### src/rtl/wbs_ram.sv
// Generic simple dual-port RAM: one write port, one read port, registered read.
// No dependencies.
`default_nettype none

module wbs_ram #(
	parameter int WIDTH = 8,
	parameter int DEPTH = 16,
	localparam int AW = (DEPTH > 1) ? $clog2(DEPTH) : 1
) (
	input  wire logic             clk,
	input  wire logic             we,
	input  wire logic [AW-1:0]    waddr,
	input  wire logic [WIDTH-1:0] wdata,
	input  wire logic             re,
	input  wire logic [AW-1:0]    raddr,
	output logic      [WIDTH-1:0] rdata
);

	logic [WIDTH-1:0] mem [DEPTH];

	// write port
	always_ff @(posedge clk) begin
		if (we) begin
			mem[waddr] <= wdata;
		end
	end

	// read port, data holds while re is low
	always_ff @(posedge clk) begin
		if (re) begin
			rdata <= mem[raddr];
		end
	end

endmodule

`default_nettype wire
### config.mk
export PLATFORM = sky130hd
export DESIGN_NAME = wbs_ram
export DESIGN_NICKNAME = d
export VERILOG_FILES = /design/src/rtl/wbs_ram.sv
export SDC_FILE = /design/constraint.sdc
export NUM_CORES = 1
export LEC_CHECK = 0
export ABC_AREA = 1
export BUFFER_PORTS_ARGS = -buffer_cell sky130_fd_sc_hd__buf_2
export CORE_UTILIZATION = 50
export CTS_BUF_LIST = sky130_fd_sc_hd__clkbuf_8
export DETAILED_ROUTE_END_ITERATION = 10
export GPL_ROUTABILITY_DRIVEN = 0
export PLACE_DENSITY = 0.63
export SETUP_SLACK_MARGIN = 0.1
export SLEW_MARGIN = 20
export SYNTH_ARGS = -nofsm -noshare
export SYNTH_HDL_FRONTEND = slang
export SYNTH_SLANG_ARGS = --single-unit
export TNS_END_PERCENT = 5
### constraint.sdc
create_clock -name clk -period 2.5 [get_ports clk]
set_clock_uncertainty 0.15 [all_clocks]
set_input_delay 0.5 -clock clk [delete_from_list [all_inputs] [get_ports clk]]
set_output_delay 0.5 -clock clk [all_outputs]
set_load 0.02 [all_outputs]
# Word-level counts from Yosys, hierarchy flattened
# Memories as Yosys holds them, arrays and structs flattened. A register that Yosys moved wholly into a read port is not among the register bits.
# Index checks and enable logic that the tools add are counted.
# totals
regBits	0
mem_bits_rw	128
inputBits	19
out_inout_bits	8
wordCells	3
memories	1
# memory_table
memory	words	word_bits	read_ports	rd_clocked_by_memory_dff	wr	line	rtl
mem	16	8	1	1	1	19	logic [WIDTH-1:0] mem [DEPTH];
# op_classes
muxes	2
# ops
operator	count
1-bit two-way mux	2

# Logic depth before layout (Yosys ltp)
# Gate-level depths: netlist of run 1.
# depth
ltp_word	2
depth_mapped	8
depth_no_buf	7

# Worst setup path after synthesis of run 1
# Ideal clock, no wire load.
# synth_path
path_kind	input-to-reg
from	input port waddr[2]
to	memory mem[10][0], enable pin
setup_ps	370
arrival_time_ps	1081
required_ps	1980
slack_ps	899
cell_stages	2
path_buffers	0
cell_sequence	nand3b_1 -> nor2_1
# synth_rtl
element	line	rtl
from (decl)	12	input wire logic [AW-1:0] waddr,
to (decl)	19	
# No word-level cell before the write port.

# Worst setup path after layout of run 1
# layout_path
from	register rdata[3], read port of mem
to	output port rdata[3]
# layout_rtl
element	line	rtl
from (decl)	16	output logic [WIDTH-1:0] rdata
# No word-level cell between the ends.

==> results of run 1 <==
[metal layers]
| layer | vias up | GRT usage | share of wire |
|---|---|---|---|
| met5 | - | 0 | 0 |
| met4 | 0 | 0.0949 | 0.011 |
| met3 | 10 | 0.0588 | 0.074 |
| met2 | 175 | 0.376 | 0.47 |
| met1 | 1775 | 0.326 | 0.44 |
| li1 | 1861 | - | - |
[final timing paths]
path	startpoint	endpoint	slack, ps
max	rdata[3]	rdata[3]	820
min	re	rdata[0]	290
max reg2reg	mem[3][7]	rdata[7]	1150
min reg2reg	mem[12][2]	rdata[2]	590
[kinds of logic (layout without fill, tap and decap cells)]
| kind of cell | count (synthesis) | after routing | share of synthesized area |
|---|---|---|---|
| and+or+nand+nor | 289 | 289 | 0.208 |
| DFF | 136 | 136 | 0.698 |
| buffers and inverters | 126 | 181 | 0.0939 |
[state kept, by name, summed over array words and instances (netlist names)]
name and count:
mem 128, rdata 8
[worst reg2reg max path: stages (launching register included)]
cell	delay, ps
edfxtp_1	370
inv_1	70
nand2_1	50
nand3_1	110
nand3_1	100
nand3_1	180
nand2_1	80
[placed cells by master, fill, tap and decap left out, drive strengths merged]
cell type and instances:
inv 105, nor2 17, clkbuf 17, bufinv 4
clkinv 8, nand3b 2, buf 47, edfxtp 136
nand2 173, nand3 97
[cell type report]
cell class,count,area share
Sequential cell,136,0.622
Multi-Input combinational cell,289,0.185
Inverter,102,0.0584
Timing Repair Buffer,47,0.0458
Clock buffer,17,0.0357
Tap cell,143,0.0273
Clock inverter,15,0.0256
[per-stage QoR]
| step | worst slack [ps] | total power, mW |
|---|---|---|
| finish | 816 | 4.73 |
| global route | 764 | 4.88 |
| CTS | 774 | 4.76 |
| detailed placement | 506 | 2.95 |
| global placement | 522 | 2.94 |
| floorplan | 899 | 2.82 |
[report_power, final]
group	switching, mW	internal, mW	total [mW]
clock	0.774	1.06	1.83
combinational	0.228	0.0899	0.318
sequential	0.0152	2.57	2.58
==> impl_metrics.csv, run 1 <==
group,metric,value,unit
cts,numCtsBuffers,17,
route,dr.pass1.iters,5,
place,place_inst,717,
logic_synthesis,synth_cells,551,
setup_path,cp_max_fo,1,
cells_and_area,stdcell_count,749,
setup_path,cpMaxStageDelayCell,"edfxtp_1",
sta,setup-tns-final,0,ps
setup_path,crit_buf_inv,1,
sta,rsz0062_at_grt,"false",
sta,layout_worst_path_cycle_share,0.674,
logic_synthesis,ys_ff_latch,136,
setup_path,endpoint_kind,"output port",
cells_and_area,synthToLayoutAreaGrowth,12.2,%
logic_synthesis,synth.distinct_cells,11,
sta,max_clock_freq,594,MHz
cells_and_area,finalCoreUtilization,0.575,
floorplan,io_pins,27,
logic_synthesis,synth_edf_count,136,
setup_path,worstPathCellList,"buf_2",
logic_synthesis,yosys.area.top_type,"edfxtp_1",
sta,slew_violations,0,
cts,cts_tree,"built",
sta,hold_viol_final,0,
place,portBuffers,26,
floorplan,start_util,0.512,
cells_and_area,multi_input_area,1210,sq um
power,p_leak,2.86,nW
place,post_dp_cell_area,6160,sq um
status,outcome,"finished clean",
global_routing,antenna_found_initial,0,
global_routing,grt_max_degree,44,
cells_and_area,antenna_cells,0,
floorplan,coreArea,11400,sq um
logic_synthesis,synthArstFlopShare,0,
cells_and_area,drive_above_1_share,0.124,
cts,cts_max_path_buffers,2,
floorplan,die_area,12100,sq um
global_routing,grt_pass1_wl,20.2,mm
route,wl_per_cell,17.5,microns
logic_synthesis,ys_warn_count,0,
cells_and_area,fillers,987,
run,cap_violations,0,
sta,max_slew_margin,0.496,
hold_path,whs_path_depth,1,
global_routing,grt_use_total,0.241,
hold_path,hold_class,"in -> reg",
global_routing,grt_pass1_vias,3675,
setup_path,crit_cells,1,
floorplan,die_h,110,microns
cts,cts_num_sinks,136,
setup_path,crit_required,1850,ps
route,num_vias,3821,
route,ant_nets,0,
cts,clk_latency,430,ps
cts,cts_hold_repair.buffers,0,
logic_synthesis,synth.most_common_cell,"nand2_1",
floorplan,die_width,110,microns
logic_synthesis,ys.flop_type,"edfxtp_1",
cells_and_area,regArea,4080,sq um
place,dp.final_hpwl,8.23,mm
logic_synthesis,yosys-top-cells-area,"edfxtp_1, nand2_1, nand3_1, inv_1, buf_6",
setup_path,crit_family,"flip-flops",
setup_path,start_kind,"register",
route,wl,13.1,mm
cts,clk_pin_slew_worst_paths,70,ps
cts,post-cts-setup-buffer-count,0,
setup_path,reg2reg_depth,6,
logic_synthesis,ys_top_cells_by_count,"nand2_1, edfxtp_1, inv_1",
cts,htreeDepth,4,
logic_synthesis,syn_area,5850,sq um
setup_path,criticalPathCategory,"reg -> out",
sta,timing.final.crit_period,1680,ps
logic_synthesis,yosysTopAreaCellShare,0.698,
sta,finalSetupViolCount,0,
sta,fin_hold_ws,294,ps
cells_and_area,design_area,6560,sq um
route,drt-initial-drc-count,368,
cells_and_area,nNetsFinal,612,
cts,root_buffer,"clkbuf_8",
setup_path,cpPeakStageDelay,420,ps
power,powerDensity,721,nW/um^2
power,ir_worst_vdd,0.000311,V
sta,tightest_slew,754,ps
floorplan,std_cell_rows,39,
route,drc,0,
logic_synthesis,synth.yosys.seq_area_share,0.698,
logic_synthesis,synth_nets,570,
setup_path,arrival,1030,ps
route,via_per_inst,5.10,
cts,cts_resized,0,
logic_synthesis,avgSynthCellArea,10.6,sq um
global_routing,grt-ovfl-total,0,
Note: power is estimated with default switching activity, not from simulation.
==> inputs of run 2 (changes only) <==
--- a/config.mk
+++ b/config.mk
@@ -5,13 +5,13 @@
 export SDC_FILE = /design/constraint.sdc
 export NUM_CORES = 1
 export LEC_CHECK = 0
-export ABC_AREA = 1
+export ABC_AREA = 0
 export BUFFER_PORTS_ARGS = -buffer_cell sky130_fd_sc_hd__buf_2
 export CORE_UTILIZATION = 50
 export CTS_BUF_LIST = sky130_fd_sc_hd__clkbuf_8
 export DETAILED_ROUTE_END_ITERATION = 10
 export GPL_ROUTABILITY_DRIVEN = 0
-export PLACE_DENSITY = 0.63
+export PLACE_DENSITY = 0.66
 export SETUP_SLACK_MARGIN = 0.1
 export SLEW_MARGIN = 20
 export SYNTH_ARGS = -nofsm -noshare
==> constraint.sdc (replaced) <==
create_clock -name clk -period 1.39 [get_ports clk]
set_clock_uncertainty 0.15 [all_clocks]
set_input_delay 0.278 -clock clk [delete_from_list [all_inputs] [get_ports clk]]
set_output_delay 0.278 -clock clk [all_outputs]
set_load 0.02 [all_outputs]
==> run 2 against run 1 <==
Effect of this change:
- first-iteration DRC count shrank 63%
- die area shrank 10%
- design area shrank 4.5%
- sequential share of layout area grew 2.9 points
- global-route usage shrank 4.6 points
- combinational power grew 59%
- via count shrank 36%
- final cell count shrank 42%
- register-to-register slack lost 1300 ps
- total power grew 92%
- core utilization grew 5.5 points
- critical path type is now reg -> reg
- the flow now finishes with violations (negative setup slack)
==> impl_metrics.csv, run 2 <==
group,metric,value,unit
sta,hold_viol_final,0,
sta,finalSetupViolCount,14,
place,post_dp_cell_area,5720,sq um
logic_synthesis,ys_ff_latch,136,
sta,setup-tns-final,-1180,ps
place,dp.final_hpwl,6.19,mm
power,pwr-share-seq,0.512,
setup_path,rr_endpoint,"rdata[2]",
floorplan,std_cell_rows,36,
global_routing,grt-ovfl-total,0,
status,outcome,"finished with violations",
sta,rsz0062_at_grt,"true",
setup_path,reg2reg_depth,3,
cells_and_area,top_register,"mem",
route,drt-initial-drc-count,136,
cells_and_area,finalCoreUtilization,0.630,
logic_synthesis,ys_warn_count,0,
sta,timing.final.crit_period,1550,ps
cells_and_area,design_area,6270,sq um
logic_synthesis,avgSynthCellArea,22.8,sq um
route,via_per_inst,5.57,
power,p_sw_frac,0.192,
setup_path,endpoint_kind,"register",
global_routing,grt_use_total,0.195,
cells_and_area,largest_reg_flops,128,
cells_and_area,antenna_cells,0,
sta,layout_worst_path_cycle_share,1.11,
sta,fin_hold_ws,81.2,ps
cells_and_area,stdcell_count,438,
power,powerDensity,1450,nW/um^2
cells_and_area,mostFrequentLayoutCell,"edfxtp_1",
logic_synthesis,yosys-top-cells-area,"edfxtp_1, mux4_2, mux4_1, a22oi_1, nor2_1",
place,portBuffers,26,
floorplan,io_pins,27,
logic_synthesis,synth.yosys.seq_area_share,0.781,
cts,root_buffer,"clkbuf_8",
cts,clk_latency,420,ps
cells_and_area,reg.largest.list,"mem x128, rdata x8",
global_routing,grt_max_degree,28,
cells_and_area,synthToLayoutAreaGrowth,19.9,%
cells_and_area,drive_above_1_share,0.416,
setup_path,crit_required,1400,ps
logic_synthesis,synth_edf_count,136,
floorplan,start_util,0.525,
route,drc,0,
power,clkPwrFrac,0.432,
cells_and_area,nNetsFinal,311,
place,place_ws,-591,ps
logic_synthesis,yosys.area.top_type,"edfxtp_1",
global_routing,antenna_found_initial,0,
power,p_comb_frac,0.056,
logic_synthesis,ys.flop_type,"edfxtp_1",
setup_path,arrival,1560,ps
power,total_power,9.06,mW
power,switchingPower,1.74,mW
power,intPower,7.33,mW
cells_and_area,fillers,691,
sta,setup_ws,-155,ps
cts,cts_tree,"built",
sta,slew_violations,0,
logic_synthesis,synth_nets,248,
logic_synthesis,syn_area,5230,sq um
cts,cts_hold_repair.buffers,0,
cts,clk_pin_slew_worst_paths,80,ps
global_routing,grt_pass1_wl,15.0,mm
floorplan,die_width,104,microns
logic_synthesis,synth_cells,229,
setup_path,criticalPathCategory,"reg -> reg",
cells_and_area,final_cell_mix,"edfxtp_1, mux4_2, buf_2, buf_4, clkbuf_8",
power,p_leak,2.09,nW
route,num_vias,2441,
floorplan,coreArea,9950,sq um
route,ant_nets,0,
hold_path,hold_start,"re",
cts,cts_max_path_buffers,2,
setup_path,rrSetupSlack,-160,ps
hold_path,hold_path_end,"rdata[1]",
cts,cts_num_sinks,136,
run,cap_violations,0,
setup_path,crit-reg2reg-launch,"mem[12][2]",
floorplan,die_area,10900,sq um
place,place_inst,406,
hold_path,hold_class,"in -> reg",
logic_synthesis,yosysTopAreaCellShare,0.781,
cts,numCtsBuffers,17,
route,dr.pass1.iters,4,
logic_synthesis,synthArstFlopShare,0,
setup_path,cp_max_fo,1,
global_routing,grt_pass1_vias,2572,
logic_synthesis,synth.distinct_cells,18,
sta,max_slew_margin,0.439,
logic_synthesis,ys_top_cells_by_count,"edfxtp_1, mux4_2, a22oi_1",
hold_path,whs_path_depth,1,
setup_path,start_kind,"register",
sta,max_clock_freq,647,MHz
route,wl_per_cell,21.7,microns
status,violations,"negative setup slack",
sta,tightest_slew,839,ps
floorplan,die_h,104,microns
cts,htreeDepth,4,
power,ir_worst_vdd,0.000871,V
route,wl,9.52,mm
logic_synthesis,synth.most_common_cell,"edfxtp_1",
-- run 2: cell types whose count changed after synthesis, moves of 10 or more --
cell and change:
nand3_1 -96, mux4_2 +18, inv_1 -100, a22oi_1 +16, buf_2 -10, nand2_1 -164, mux4_1 +14
-- run 2: per-layer routing --
layer / GRT usage / vias up / wire, microns
met5: 0 / - / 0
met4: 0.0735 / 0 / 48
met3: 0.0476 / 7 / 581
met2: 0.309 / 82 / 4800
met1: 0.264 / 1261 / 4090
li1: - / 1091 / -
-- run 2: power groups by stage --
stage          Sequential (mW)  Combinational (mW)  Clock, mW
3_5_place_dp              4.73               0.490          0
3_3_place_gp              4.73               0.480          0
5_1_grt                   4.65               0.548       4.13
2_1_floorplan             4.75               0.257          0
6_report                  4.64               0.506       3.91
4_1_cts                   4.64               0.504       3.97
-- run 2: worst max path at each step --
stage	cells after the start	slack [ps]	to	startpoint
after detailed placement	5	-590	rdata[2]	raddr[0]
after global placement	5	-590	rdata[1]	raddr[0]
after global routing	3	-230	rdata[7]	mem[0][7]
final	3	-160	rdata[2]	mem[12][2]
after CTS	3	-180	rdata[2]	mem[15][2]
after floorplan	5	-240	rdata[1]	raddr[0]
-- run 2: layout make-up --
class / instances / area (sq um) / share of cell area
Sequential cell: 136 / 4080 / 0.652
Multi-Input combinational cell: 83 / 1070 / 0.170
Timing Repair Buffer: 54 / 459 / 0.0733
Clock inverter: 15 / 258 / 0.0411
Clock buffer: 17 / 234 / 0.0373
Tap cell: 133 / 166 / 0.0266
-- run 2: kinds of logic after synthesis --
logic type | Yosys count | share of synthesized area
mux | 32 | 0.148
buf+inv | 10 | 0.0165
compound gates | 16 | 0.0230
simple gates | 35 | 0.0314
flops | 136 | 0.781
-- run 2: worst max-delay path: stages (launching register included) --
cell and delay, ps:
edfxtp_1 370, mux4_2 510, a22oi_2 180, nand2_1 70
-- run 2: what timing repair did --
action	in CTS	in global routing
gates resized for setup	8	7
endpoints found under the setup margin	16	16
buffers inserted	0	0
pin swaps	3	1
==> inputs of run 3 (changes only) <==
--- a/config.mk
+++ b/config.mk
@@ -12,6 +12,7 @@
 export DETAILED_ROUTE_END_ITERATION = 10
 export GPL_ROUTABILITY_DRIVEN = 0
 export PLACE_DENSITY = 0.66
+export RECOVER_POWER = 25
 export SETUP_SLACK_MARGIN = 0.1
 export SLEW_MARGIN = 20
 export SYNTH_ARGS = -nofsm -noshare
==> run 3 against run 2 <==
Effect of this change:
- the flow still finishes with violations (negative setup slack)
- clock power about the same
- routed wire length is 0.17% higher
- combinational power is essentially flat
- maximum frequency increased by 0.23%
- sequential share of layout area grew 0.065 points
- die area is the same
- critical endpoint unchanged
- largest power group unchanged
==> impl_metrics.csv, run 3 (synthesized netlist as in run 2, its figures left out) <==
group,metric,value,unit
cells_and_area,synthToLayoutAreaGrowth,19.8,%
cts,clk_pin_slew_worst_paths,80,ps
sta,tightest_slew,859,ps
cells_and_area,antenna_cells,0,
cts,clk_latency,420,ps
floorplan,coreArea,9950,sq um
place,portBuffers,26,
floorplan,die_h,104,microns
place,dp.final_hpwl,6.19,mm
sta,rsz0062_at_grt,"true",
status,violations,"negative setup slack",
setup_path,cp_max_fo,1,
route,num_vias,2464,
power,p_leak,2.07,nW
floorplan,std_cell_rows,36,
floorplan,die_width,104,microns
setup_path,endpoint_kind,"register",
cts,post-cts-setup-buffer-count,0,
floorplan,io_pins,27,
cells_and_area,design_area,6260,sq um
cts,htreeDepth,4,
cells_and_area,nNetsFinal,311,
route,drt-initial-drc-count,133,
cts,cts_num_sinks,136,
place,place_inst,406,
route,drc,0,
route,wl,9.53,mm
sta,fin_hold_ws,86.6,ps
route,wl_per_cell,21.8,microns
route,ant_nets,0,
cts,root_buffer,"clkbuf_8",
sta,finalSetupViolCount,14,
sta,layout_worst_path_cycle_share,1.11,
cells_and_area,top_register,"mem",
setup_path,criticalPathCategory,"reg -> reg",
power,total_power,9.06,mW
cts,cts_max_path_buffers,2,
cells_and_area,stdcell_count,438,
floorplan,start_util,0.525,
place,post_dp_cell_area,5720,sq um
global_routing,grt_pass1_wl,15.0,mm
sta,max_slew_margin,0.426,
cells_and_area,fillers,692,
cts,numCtsBuffers,17,
sta,setup_ws,-152,ps
setup_path,arrival,1550,ps
sta,hold_viol_final,0,
run,cap_violations,0,
global_routing,grt_max_degree,28,
cts,cts_tree,"built",
sta,max_clock_freq,649,MHz
cells_and_area,largest_reg_flops,128,
power,powerDensity,1450,nW/um^2
sta,slew_violations,0,
global_routing,grt-ovfl-total,0,
cells_and_area,final_cell_mix,"edfxtp_1, mux4_2, buf_4, buf_2, clkbuf_8",
hold_path,hold_class,"in -> reg",
place,place_ws,-591,ps
global_routing,antenna_found_initial,0,
status,outcome,"finished with violations",
floorplan,die_area,10900,sq um
route,via_per_inst,5.63,
global_routing,grt_pass1_vias,2572,
global_routing,grt_use_total,0.195,
cells_and_area,mostFrequentLayoutCell,"edfxtp_1",
setup_path,crit_required,1400,ps
sta,timing.final.crit_period,1540,ps
setup_path,start_kind,"register",
cells_and_area,drive_above_1_share,0.400,
power,ir_worst_vdd,0.000872,V
route,dr.pass1.iters,4,
cts,cts_hold_repair.buffers,0,
cells_and_area,reg.largest.list,"mem x128, rdata x8",
==> run 3: stage by stage <==
step / setup TNS (ps) / util
3_3_place_gp: -19670 / 0.575
6_report: -1200 / 0.629
3_5_place_dp: -21820 / 0.575
2_1_floorplan: -9660 / -
5_1_grt: -1930 / 0.629
4_1_cts: -1520 / 0.627
==> run 3: cell type report <==
cell class,count,area [sq um],area share
Tap cell,133,166,0.0266
Sequential cell,136,4080,0.652
Timing Repair Buffer,54,453,0.0723
Multi-Input combinational cell,83,1070,0.170
Clock inverter,15,258,0.0412
Clock buffer,17,234,0.0374
==> run 3: power breakdown <==
group | leakage, nW | switching [mW] | total, mW | internal (mW)
sequential | 1.24 | 0.0285 | 4.65 | 4.62
clock | 0.248 | 1.42 | 3.91 | 2.48
combinational | 0.589 | 0.276 | 0.504 | 0.228
total | 2.07 | 1.73 | 9.06 | 7.33
==> run 3: worst max-delay path, cell delays in order (launching register included) <==
cell and delay (ps):
edfxtp_1 370, mux4_2 510, a22oi_2 180, nand2_1 70
==> run 3: repair_timing <==
action | in CTS | in global routing
endpoints found under the setup margin | 16 | 16
resized for setup | 8 | 7
pin swaps | 3 | 1
endpoints found under the hold margin | 0 | 0
==> run 3: path summary, 6_finish.rpt <==
| check | start | slack (ps) | endpoint | cells past startpoint |
|---|---|---|---|---|
| max | mem[12][2] | -150 | rdata[2] | 3 |
| min | re | 90 | rdata[1] | 1 |
| max reg2reg | mem[12][2] | -150 | rdata[2] | 3 |
| min reg2reg | mem[7][4] | 590 | rdata[4] | 3 |
==> run 3: per-layer routing <==
layer,global-route usage,part of all wire,up-vias
met4,0.0735,0.0030,0
met5,0,0,-
met3,0.0476,0.061,2
li1,-,-,1093
met1,0.264,0.43,1284
met2,0.309,0.51,85
